**src/hw/rtl/assert_macros.svh**
```systemverilog
// Assertion helpers for the RTL files.
`ifndef ASSERT_MACROS_SVH
`define ASSERT_MACROS_SVH

// Checked on every rising edge of clk, quiet while rst is high.
`define CD_ASSERT(label, prop, msg) \
  label: assert property (@(posedge clk) disable iff (rst) prop) else $error(msg);

// Checked on every rising edge of clk, reset included.
`define CD_ASSERT_ALWAYS(label, prop, msg) \
  label: assert property (@(posedge clk) prop) else $error(msg);

`endif

```
**src/hw/rtl/cdisp_pkg.sv**
```systemverilog
// ----------------------------------------------------------------------------
// cdisp_pkg
// Codes, field widths and reset values for the connection dispatcher.
// ----------------------------------------------------------------------------
package cdisp_pkg;

  localparam int IDX_BITS    = 3;
  localparam int STATUS_BITS = 3;
  localparam int LOAD_BITS   = 8;
  localparam int LIMIT_BITS  = 8;
  localparam int MASK_BITS   = 8;
  localparam int THR_BITS    = 64;
  localparam int CFG_IDX_BITS = 2;

  // Command codes
  localparam logic CMD_DISPATCH = 1'b0;
  localparam logic CMD_COMPLETE = 1'b1;

  // Mode codes
  localparam logic MODE_LEAST = 1'b0;
  localparam logic MODE_RR    = 1'b1;

  // Result status codes
  localparam logic [STATUS_BITS-1:0] ST_ACCEPTED  = 3'd0;
  localparam logic [STATUS_BITS-1:0] ST_REJECTED  = 3'd1;
  localparam logic [STATUS_BITS-1:0] ST_NO_ACTIVE = 3'd2;
  localparam logic [STATUS_BITS-1:0] ST_COMPLETED = 3'd3;
  localparam logic [STATUS_BITS-1:0] ST_IGNORED   = 3'd4;

  // Configuration register indexes
  localparam logic [CFG_IDX_BITS-1:0] REG_MODE        = 2'd0;
  localparam logic [CFG_IDX_BITS-1:0] REG_ACTIVE_MASK = 2'd1;
  localparam logic [CFG_IDX_BITS-1:0] REG_THRESHOLDS  = 2'd2;

  // Reset values of the configuration registers
  localparam logic                 MODE_RESET   = MODE_LEAST;
  localparam logic [MASK_BITS-1:0] MASK_RESET   = 8'h07;
  localparam logic [THR_BITS-1:0]  THR_RESET    = 64'h0303_0303_0303_0303;

endpackage

```
**src/hw/rtl/connection_dispatcher.sv**
```systemverilog
// ----------------------------------------------------------------------------
// connection_dispatcher
// Least-connection / round-robin request dispatcher with per-destination
// in-service counters and limits.
// ----------------------------------------------------------------------------
// Usage:
//   A request is taken on a rising edge with start high and busy low. cmd
//   selects dispatch (pick a destination) or completion (dest_index finished
//   one request). The request lands in an input register, the pick and the
//   counter update are done in the following cycle, and the answer is
//   registered: done rises at the next edge and stays high for one cycle with
//   chosen, status and load_now. One request per cycle is sustained; the
//   counters are updated at the same edge that loads the result, so the next
//   request already sees them.
//   Configuration (mode, active_mask, thresholds) is written through
//   cfg_write / cfg_index / cfg_data while no request is in flight; unknown
//   indexes are dropped.
//   rst (synchronous) clears all counters, the round-robin pointer and the
//   pipeline, restores register defaults, and holds busy high during reset.
//   The receiver cannot stall: each result is shown for exactly one cycle.
// ----------------------------------------------------------------------------
`include "assert_macros.svh"

module connection_dispatcher #(
  parameter int DESTINATIONS = 8,
  parameter int COUNT_BITS   = 8
) (
  input  logic                                 clk,
  input  logic                                 rst,
  input  logic                                 start,
  output logic                                 busy,
  input  logic                                 cmd,
  input  logic [cdisp_pkg::IDX_BITS-1:0]       dest_index,
  input  logic                                 cfg_write,
  input  logic [cdisp_pkg::CFG_IDX_BITS-1:0]   cfg_index,
  input  logic [cdisp_pkg::THR_BITS-1:0]       cfg_data,
  output logic                                 done,
  output logic [cdisp_pkg::IDX_BITS-1:0]       chosen,
  output logic [cdisp_pkg::STATUS_BITS-1:0]    status,
  output logic [cdisp_pkg::LOAD_BITS-1:0]      load_now
);

  localparam int DW = (DESTINATIONS > 1) ? $clog2(DESTINATIONS) : 1;
  localparam int CMP_BITS = (COUNT_BITS > cdisp_pkg::LIMIT_BITS) ?
                            COUNT_BITS + 1 : cdisp_pkg::LIMIT_BITS + 1;
  localparam logic [COUNT_BITS-1:0] COUNT_MAX = {COUNT_BITS{1'b1}};

  // Configuration registers
  logic                                mode;
  logic [cdisp_pkg::MASK_BITS-1:0]     active_mask;
  logic [cdisp_pkg::THR_BITS-1:0]      thresholds;

  // State
  logic [COUNT_BITS-1:0] in_service [DESTINATIONS];
  logic [DW-1:0]         rr_next;

  // Input register
  logic                            in_valid;
  logic                            in_cmd;
  logic [cdisp_pkg::IDX_BITS-1:0]  in_dest;

  // Work signals
  logic [DESTINATIONS-1:0]         act;
  logic [cdisp_pkg::LIMIT_BITS-1:0] limit [DESTINATIONS];
  logic                            lc_found;
  logic [DW-1:0]                   lc_pick;
  logic                            rr_found;
  logic [DW-1:0]                   rr_pick;
  logic [3:0]                      rr_sum;
  logic [DW-1:0]                   rr_c;
  logic                            found;
  logic [DW-1:0]                   pick;
  logic [DW-1:0]                   cidx;
  logic [COUNT_BITS-1:0]           cur;
  logic                            upd_en;
  logic [DW-1:0]                   upd_idx;
  logic [COUNT_BITS-1:0]           upd_val;
  logic [DW-1:0]                   rr_next_next;
  logic [cdisp_pkg::IDX_BITS-1:0]  chosen_next;
  logic [cdisp_pkg::STATUS_BITS-1:0] status_next;
  logic [COUNT_BITS-1:0]           load_next;

  always_comb begin
    act = active_mask[DESTINATIONS-1:0];
    for (int d = 0; d < DESTINATIONS; d++) begin
      limit[d] = thresholds[d*cdisp_pkg::LIMIT_BITS +: cdisp_pkg::LIMIT_BITS];
    end
  end

  // Least-connection: lowest count among active, ties to lowest index
  always_comb begin
    lc_found = 1'b0;
    lc_pick  = '0;
    for (int i = 0; i < DESTINATIONS; i++) begin
      if (act[i] && (!lc_found || in_service[i] < in_service[lc_pick])) begin
        lc_pick  = DW'(i);
        lc_found = 1'b1;
      end
    end
  end

  // Round-robin: first active at or after rr_next, wrapping
  always_comb begin
    rr_found = 1'b0;
    rr_pick  = '0;
    rr_sum   = '0;
    rr_c     = '0;
    for (int i = 0; i < DESTINATIONS; i++) begin
      rr_sum = 4'(rr_next) + 4'(i);
      if (32'(rr_sum) >= DESTINATIONS) begin
        rr_sum = rr_sum - 4'(DESTINATIONS);
      end
      rr_c = DW'(rr_sum);
      if (!rr_found && act[rr_c]) begin
        rr_pick  = rr_c;
        rr_found = 1'b1;
      end
    end
  end

  always_comb begin
    found = (mode == cdisp_pkg::MODE_RR) ? rr_found : lc_found;
    pick  = (mode == cdisp_pkg::MODE_RR) ? rr_pick : lc_pick;
    cidx  = DW'(in_dest);
    cur   = in_service[pick];

    upd_en       = 1'b0;
    upd_idx      = pick;
    upd_val      = cur;
    rr_next_next = rr_next;
    chosen_next  = cdisp_pkg::IDX_BITS'(pick);
    status_next  = cdisp_pkg::ST_NO_ACTIVE;
    load_next    = '0;

    if (in_cmd == cdisp_pkg::CMD_COMPLETE) begin
      chosen_next = in_dest;
      status_next = cdisp_pkg::ST_IGNORED;
      if (32'(in_dest) < DESTINATIONS) begin
        upd_idx   = cidx;
        load_next = in_service[cidx];
        if (in_service[cidx] != '0) begin
          upd_en      = 1'b1;
          upd_val     = in_service[cidx] - 1'b1;
          load_next   = upd_val;
          status_next = cdisp_pkg::ST_COMPLETED;
        end
      end
    end else if (!found) begin
      chosen_next = '0;
    end else begin
      if (mode == cdisp_pkg::MODE_RR) begin
        rr_next_next = (32'(pick) == DESTINATIONS - 1) ? '0 : pick + 1'b1;
      end
      load_next   = cur;
      status_next = cdisp_pkg::ST_REJECTED;
      if (CMP_BITS'(cur) < CMP_BITS'(limit[pick]) && cur != COUNT_MAX) begin
        upd_en      = 1'b1;
        upd_val     = cur + 1'b1;
        load_next   = upd_val;
        status_next = cdisp_pkg::ST_ACCEPTED;
      end
    end
  end

  always_ff @(posedge clk) begin
    if (rst) begin
      busy        <= 1'b1;
      in_valid    <= 1'b0;
      done        <= 1'b0;
      rr_next     <= '0;
      mode        <= cdisp_pkg::MODE_RESET;
      active_mask <= cdisp_pkg::MASK_RESET;
      thresholds  <= cdisp_pkg::THR_RESET;
      for (int d = 0; d < DESTINATIONS; d++) begin
        in_service[d] <= '0;
      end
    end else begin
      busy     <= 1'b0;
      in_valid <= start && !busy;
      done     <= in_valid;
      if (cfg_write) begin
        case (cfg_index)
          cdisp_pkg::REG_MODE:        mode        <= cfg_data[0];
          cdisp_pkg::REG_ACTIVE_MASK: active_mask <= cfg_data[cdisp_pkg::MASK_BITS-1:0];
          cdisp_pkg::REG_THRESHOLDS:  thresholds  <= cfg_data;
          default: ;
        endcase
      end
      if (in_valid) begin
        rr_next <= rr_next_next;
        if (upd_en) begin
          in_service[upd_idx] <= upd_val;
        end
      end
    end
  end

  // Payload registers
  always_ff @(posedge clk) begin
    if (start && !busy) begin
      in_cmd  <= cmd;
      in_dest <= dest_index;
    end
    if (in_valid) begin
      chosen   <= chosen_next;
      status   <= status_next;
      load_now <= cdisp_pkg::LOAD_BITS'(load_next);
    end
  end

  `CD_ASSERT(a_result_follows, (start && !busy) |-> ##2 done, "request produced no result")
  `CD_ASSERT(a_result_has_request, done |-> ($past(start && !busy, 2)), "result without request")
  `CD_ASSERT(a_no_active_shape, (done && status == cdisp_pkg::ST_NO_ACTIVE) |-> (chosen == '0 && load_now == '0), "no-active result not zeroed")
  `CD_ASSERT_ALWAYS(a_reset_quiet, $past(rst) |-> !done, "result right after reset")

endmodule

```
**config.mk**
```make
export PLATFORM = sky130hd
export DESIGN_NAME = connection_dispatcher
export DESIGN_NICKNAME = d
export VERILOG_FILES = /design/src/hw/rtl/cdisp_pkg.sv /design/src/hw/rtl/connection_dispatcher.sv
export VERILOG_INCLUDE_DIRS = /design/src /design/src/hw/rtl
export SDC_FILE = /design/constraint.sdc
export NUM_CORES = 1
export LEC_CHECK = 0
export ABC_AREA = 0
export BUFFER_PORTS_ARGS = -buffer_cell sky130_fd_sc_hd__buf_2
export CAP_MARGIN = 15
export CORE_MARGIN = 4
export CORE_UTILIZATION = 40
export DETAILED_ROUTE_END_ITERATION = 6
export SLEW_MARGIN = 10
export SYNTH_ARGS = -nofsm -noshare
export SYNTH_HDL_FRONTEND = slang
export SYNTH_SLANG_ARGS = --single-unit
```
**constraint.sdc**
```tcl
create_clock -name clk -period 21.7 [get_ports clk]
set_input_delay 4.34 -clock clk [delete_from_list [all_inputs] [get_ports clk]]
set_output_delay 4.34 -clock clk [all_outputs]
set_load 0.05 [all_outputs]
```
Word-level counts from Yosys, hierarchy flattened --
Memories as Yosys holds them, arrays and structs flattened. A register that Yosys moved wholly into a read port is not among the register bits. Cells that the tools add are included.
Storage, ports and cells: flip-flop bits (word level) 97, memory bits (writable) 64, input port bits 74, memories 1
Memories:
- in_service | words 8, bits a word 8, rd ports 16, clocked after Yosys merged registers in 1, write ports 8, line connection_dispatcher.sv:54 | logic [COUNT_BITS-1:0] in_service [DESTINATIONS];
Cells by class: add/sub/neg operators 18, $lt $le $gt $ge 25, equal/unequal tests 4, mux-type cells 89, bitwise operators 2, reduce and logical (&&, ||, !) cells 45
Operators with widths (number):
- $mux 3 | 31
- $mux 8 | 10
- $lt 8x8->1 | 8
- $mux 1 | 38
- $ge 4x4->1 const B | 8
- $lt 3x4->1 const B | 8
- $bmux 1 s3 | 8
- $bmux 8 s3 | 1
- $sub 3x1->3 const B | 8
- $add 3x3->4 const B | 4
- $logic_and 1x1->1 | 16
- $logic_not 1->1 | 15
- $add 3x2->4 const B | 2
- $add 8x1->8 const B | 1
- $ne 8x8->1 const B | 1
- $reduce_bool 8->1 | 1
- $reduce_or 8->1 | 1
- $sub 8x1->8 const B | 1
- $logic_or 1x1->1 | 7
- $reduce_and 2->1 | 3
- $add 3x1->4 const B | 1
- $ge 3x4->1 const B | 1
- $not 3->4 | 1
- $reduce_and 4->1 | 1
- 7 further kinds | 7

Logic depth before layout (Yosys ltp) --
An unclocked memory read counts as a cell.
word-level depth 51, depth in mapped cells 95

Worst setup path before layout --
No wires, ideal clock.
path kind reg2reg, from memory in_service[1][7], to memory in_service[1][5], data pin, data arrival time 17808 ps, data required time 21423 ps, setup slack 3615 ps, cell stages (with the launch flop) 87, path buffers 9, period minus slack after synthesis 18085 ps, cells stage by stage edfxtp_1 -> ha_1 -> and3_4 -> nand2_1 -> nor3_1 -> o21ai_0 -> nand2_1 -> mux2i_1 -> ha_1 -> a21oi_1 -> o21ai_1 -> a211oi_1 -> or2_1 -> o22a_2 -> buf_1 -> nor2_1 -> a21oi_1 -> ha_1 -> (+51 left out) -> o211ai_4 -> nand2_8 -> clkbuf_1 -> clkbuf_1 -> nand2_1 -> a311oi_1 -> a21oi_1 -> ha_1 -> a21oi_1 -> nor2b_1 -> o21ai_0 -> nand2b_1 -> a21oi_1 -> nand3_1 -> or3_1 -> or4_1 -> a31oi_1 -> nor2_1
RTL lines (line):
- from (decl) | connection_dispatcher.sv:54

==> impl_metrics.env <==
export IMPL_ys_types=92
export IMPL_synth_area_per_cell_um2=8.45
export IMPL_drc=0
export IMPL_clock_latency_ns=0.45
export IMPL_yosysSeqAreaShare_pct=33.7
export IMPL_hold_ws_ns=0.459
export IMPL_combPwrFrac_pct=43.5
export IMPL_finalSetupViolations=0
export IMPL_ant_nets=0
export IMPL_max_cap_violations=0
export IMPL_fin_nets=1624
export IMPL_cts_buffers=17
export IMPL_cp_end_kind="flip-flop"
export IMPL_syn_area_mm2=0.0122
export IMPL_fin_skew_ns=0.0188
export IMPL_switchingPower_mw=0.497
export IMPL_power_leakage_nw=5.31
export IMPL_synthesis_nets=1576
export IMPL_placed_cells=1859
export IMPL_ctsHoldBuffers=0
export IMPL_antenna_cells=0
export IMPL_r2r_start="in_service[0][7]$_SDFFCE_PN0P_"
export IMPL_clockBufferDepth=2
export IMPL_critPathLaunchType="flip-flop"
export IMPL_cpMostUsedCell="a21oi_1"
export IMPL_post_dp_cell_area_mm2=0.0129
export IMPL_grt_pass1_wl_um=65500
export IMPL_grt_util_met2_pct=39.5
export IMPL_fin_tns_setup_ns=0
export IMPL_netlist_area_leader_share_pct=20.2
export IMPL_ys_ff_latch=164
export IMPL_hold_path_startpoint="thresholds[51]$_SDFFE_PP0P_"
export IMPL_grt_pass1_vias=11076
export IMPL_rrSetupSlack_ns=1.38
export IMPL_synth_area_leaders="edfxtp_1, dfxtp_1, nand2_1, ha_1, a21oi_1"
export IMPL_layout_cells_non_filler=1891
export IMPL_switching_share_pct=42.2
export IMPL_rows=63
export IMPL_cts_tree="done"
export IMPL_area_delta_synth_final_pct=11.5
export IMPL_period_share_pct=93.6
export IMPL_relSlewSlack_pct=31.5
export IMPL_clkPwrFrac_pct=25.6
export IMPL_grt_use_total_pct=25.2
export IMPL_io_buffer_count=89
export IMPL_cp_arrival_ns=20.40
export IMPL_dieHeight_um=182
export IMPL_synth_most_common_cell="nand2_1"
export IMPL_critPathKind="reg -> reg"
export IMPL_gp_congestion=0.942
export IMPL_yosysTopAreaCell="edfxtp_1"
export IMPL_synth_edf_count=82
export IMPL_cts_setup_buffers=0
export IMPL_ir_drop_uv=56.6
export IMPL_finalInstanceArea_mm2=0.0136
export IMPL_routed_wl_um=42400
export IMPL_holdCritPathClass="reg -> reg"
export IMPL_setup_slack_ns=1.38
export IMPL_critPathMaxFanout=45
export IMPL_pre_cts_ws_ns=1.08
export IMPL_synth_common_cells="nand2_1, nor2_1, a21oi_1"
export IMPL_grt_overflow=0
export IMPL_fmax_ghz=0.0492
export IMPL_busiest_layer="met2"
export IMPL_cts_root_buf="clkbuf_16"
export IMPL_worstHoldEndpoint="thresholds[51]$_SDFFE_PP0P_"
export IMPL_synthCells=1440
export IMPL_hold_viol=0
export IMPL_powerDensity_mw_per_mm2=86.7
export IMPL_io_pins=90
export IMPL_dr_pass1_iters=5
export IMPL_start_util_pct=40.8
export IMPL_synthArstFlopShare_pct=0
export IMPL_yosys_warnings=0
export IMPL_path_clk_slew_ns=0.07
export IMPL_clock_tree_htree_level_count=4
export IMPL_cpMaxStageDelayCell="nor3_1"
export IMPL_tightest_slew_ns=1.03
export IMPL_drive_gt1_share_pct=14.7
export IMPL_dieArea_mm2=0.0333
export IMPL_wl_per_cell_um=22.4
export IMPL_cts_resized=0
export IMPL_use_met3_pct=4.54
export IMPL_dp_hpwl_um=31500
export IMPL_rsz0062_at_grt="no"
export IMPL_viasPerCell=6.05
export IMPL_holdPathStages=2
export IMPL_synth_flop_cell="edfxtp_1"
export IMPL_r2r_end="in_service[1][3]$_SDFFCE_PN0P_"
export IMPL_cts_num_sinks=164
export IMPL_slowest_delay_ns=0.59
export IMPL_grt_max_degree=87
export IMPL_finalCriticalPeriod_ns=20.32
export IMPL_pwr_share_seq_pct=30.9
export IMPL_outcome="complete, no violations"
export IMPL_die_width_um=182
export IMPL_antenna_found_initial=2
export IMPL_num_vias=11449
export IMPL_dr_first_iter_drc_count=1216
export IMPL_p_int_mw=0.680
export IMPL_coreArea_mm2=0.0298
export IMPL_drv_slew=0
export IMPL_use_met1_pct=35.5
export IMPL_worst_r2r_cell_count=79
export IMPL_worst_ep_required_time_ns=21.78
state kept, by name, summed over array words and instances, names as in the netlist, named ones only:
name / cells
load_now: 8
mode: 1
chosen: 3
in_valid: 1
status: 3
busy: 1
act: 8
cidx: 3
done: 1
thresholds: 64
in_cmd: 1
rr_next: 3
in_service: 64
cell usage in the layout, fill, tap and decap left out, types with 10 or more instances in the layout:
cell / n
o211ai_1: 12
a21o_1: 16
nand4_1: 10
nand2b_1: 18
nor3_1: 16
inv_1: 30
o21a_1: 11
a311oi_1: 13
a21oi_1: 125
buf_2: 89
mux4_2: 24
nor2b_1: 11
ha_1: 62
a221oi_1: 11
dfxtp_1: 82
a211oi_1: 22
xnor2_1: 10
nand3_1: 34
clkbuf_16: 17
a31oi_1: 24
nand2_1: 301
o21ai_0: 42
nor3b_1: 10
and3_1: 16
edfxtp_1: 82
mux2i_1: 48
nand3b_1: 21
and2_1: 14
buf_4: 16
nor2_1: 137
area by class of cell:
| class | instances | area [µm²] |
|---|---|---|
| clock buffer | 18 | 429 |
| clock inverter | 14 | 155 |
| fill | 2972 | 16200 |
| inverter | 33 | 126 |
| multi-input combinational | 1167 | 7700 |
| sequential | 164 | 4100 |
| tap | 390 | 488 |
| timing repair buffer | 105 | 566 |
power by group through the flow:
| stage | combinational [mW] | sequential, mW | clock [mW] |
|---|---|---|---|
| after CTS | 0.498 | 0.362 | 0.304 |
| after detailed placement | 0.494 | 0.369 | 0 |
| after global routing | 0.563 | 0.364 | 0.317 |
| after global placement | 0.494 | 0.369 | 0 |
| after floorplan | 0.359 | 0.363 | 0 |
| final | 0.511 | 0.363 | 0.302 |
kinds of logic (layout without fill, tap and decap cells):
kind of cell / after synthesis / count (layout) / synth area share, %
and+or+nand+nor: 635 / 635 / 24.3
AOI/OAI and AO/OA: 376 / 376 / 22.0
DFF: 164 / 164 / 33.7
buffers and inverters: 109 / 170 / 3.54
muxes: 79 / 79 / 9.04
adders and majority gates: 62 / 62 / 6.37
xor gates and xnor gates: 15 / 15 / 1.08
worst max path at each step:
stage / start / end / cells past startpoint
6_report: in_service[0][7]$_SDFFCE_PN0P_ / in_service[1][3]$_SDFFCE_PN0P_ / 79
5_1_grt: in_service[0][6]$_SDFFCE_PN0P_ / in_service[4][5]$_SDFFCE_PN0P_ / 80
4_1_cts: in_service[0][7]$_SDFFCE_PN0P_ / in_service[4][5]$_SDFFCE_PN0P_ / 79
3_5_place_dp: in_service[0][7]$_SDFFCE_PN0P_ / in_service[4][5]$_SDFFCE_PN0P_ / 79
3_3_place_gp: in_service[0][6]$_SDFFCE_PN0P_ / in_service[3][5]$_SDFFCE_PN0P_ / 77
2_1_floorplan: in_service[1][7]$_SDFFCE_PN0P_ / in_service[1][5]$_SDFFCE_PN0P_ / 86
metrics by stage:
step	utilization (%)	total power [mW]
after global placement	43.4	0.863
after CTS	45.4	1.16
after detailed placement	43.4	0.863
after floorplan	-	0.722
final	45.6	1.18
after global routing	45.6	1.24
worst max-delay path: cells and delay by family, from the launching register on:
kind,cells,cell delay [ns]
compound gates,41,10.24
buf+inv,5,1.10
fa+ha+maj,8,2.47
mux,2,0.63
flops,1,0.48
simple gates,23,4.96
routing by layer:
metal  wire length, µm  vias to the layer above
li1                  -                     5415
met1             18600                     5482
met3              3370                       76
met5                 0                        -
met4              1240                        0
met2             19200                      476
(Power assumes the default switching activity.)
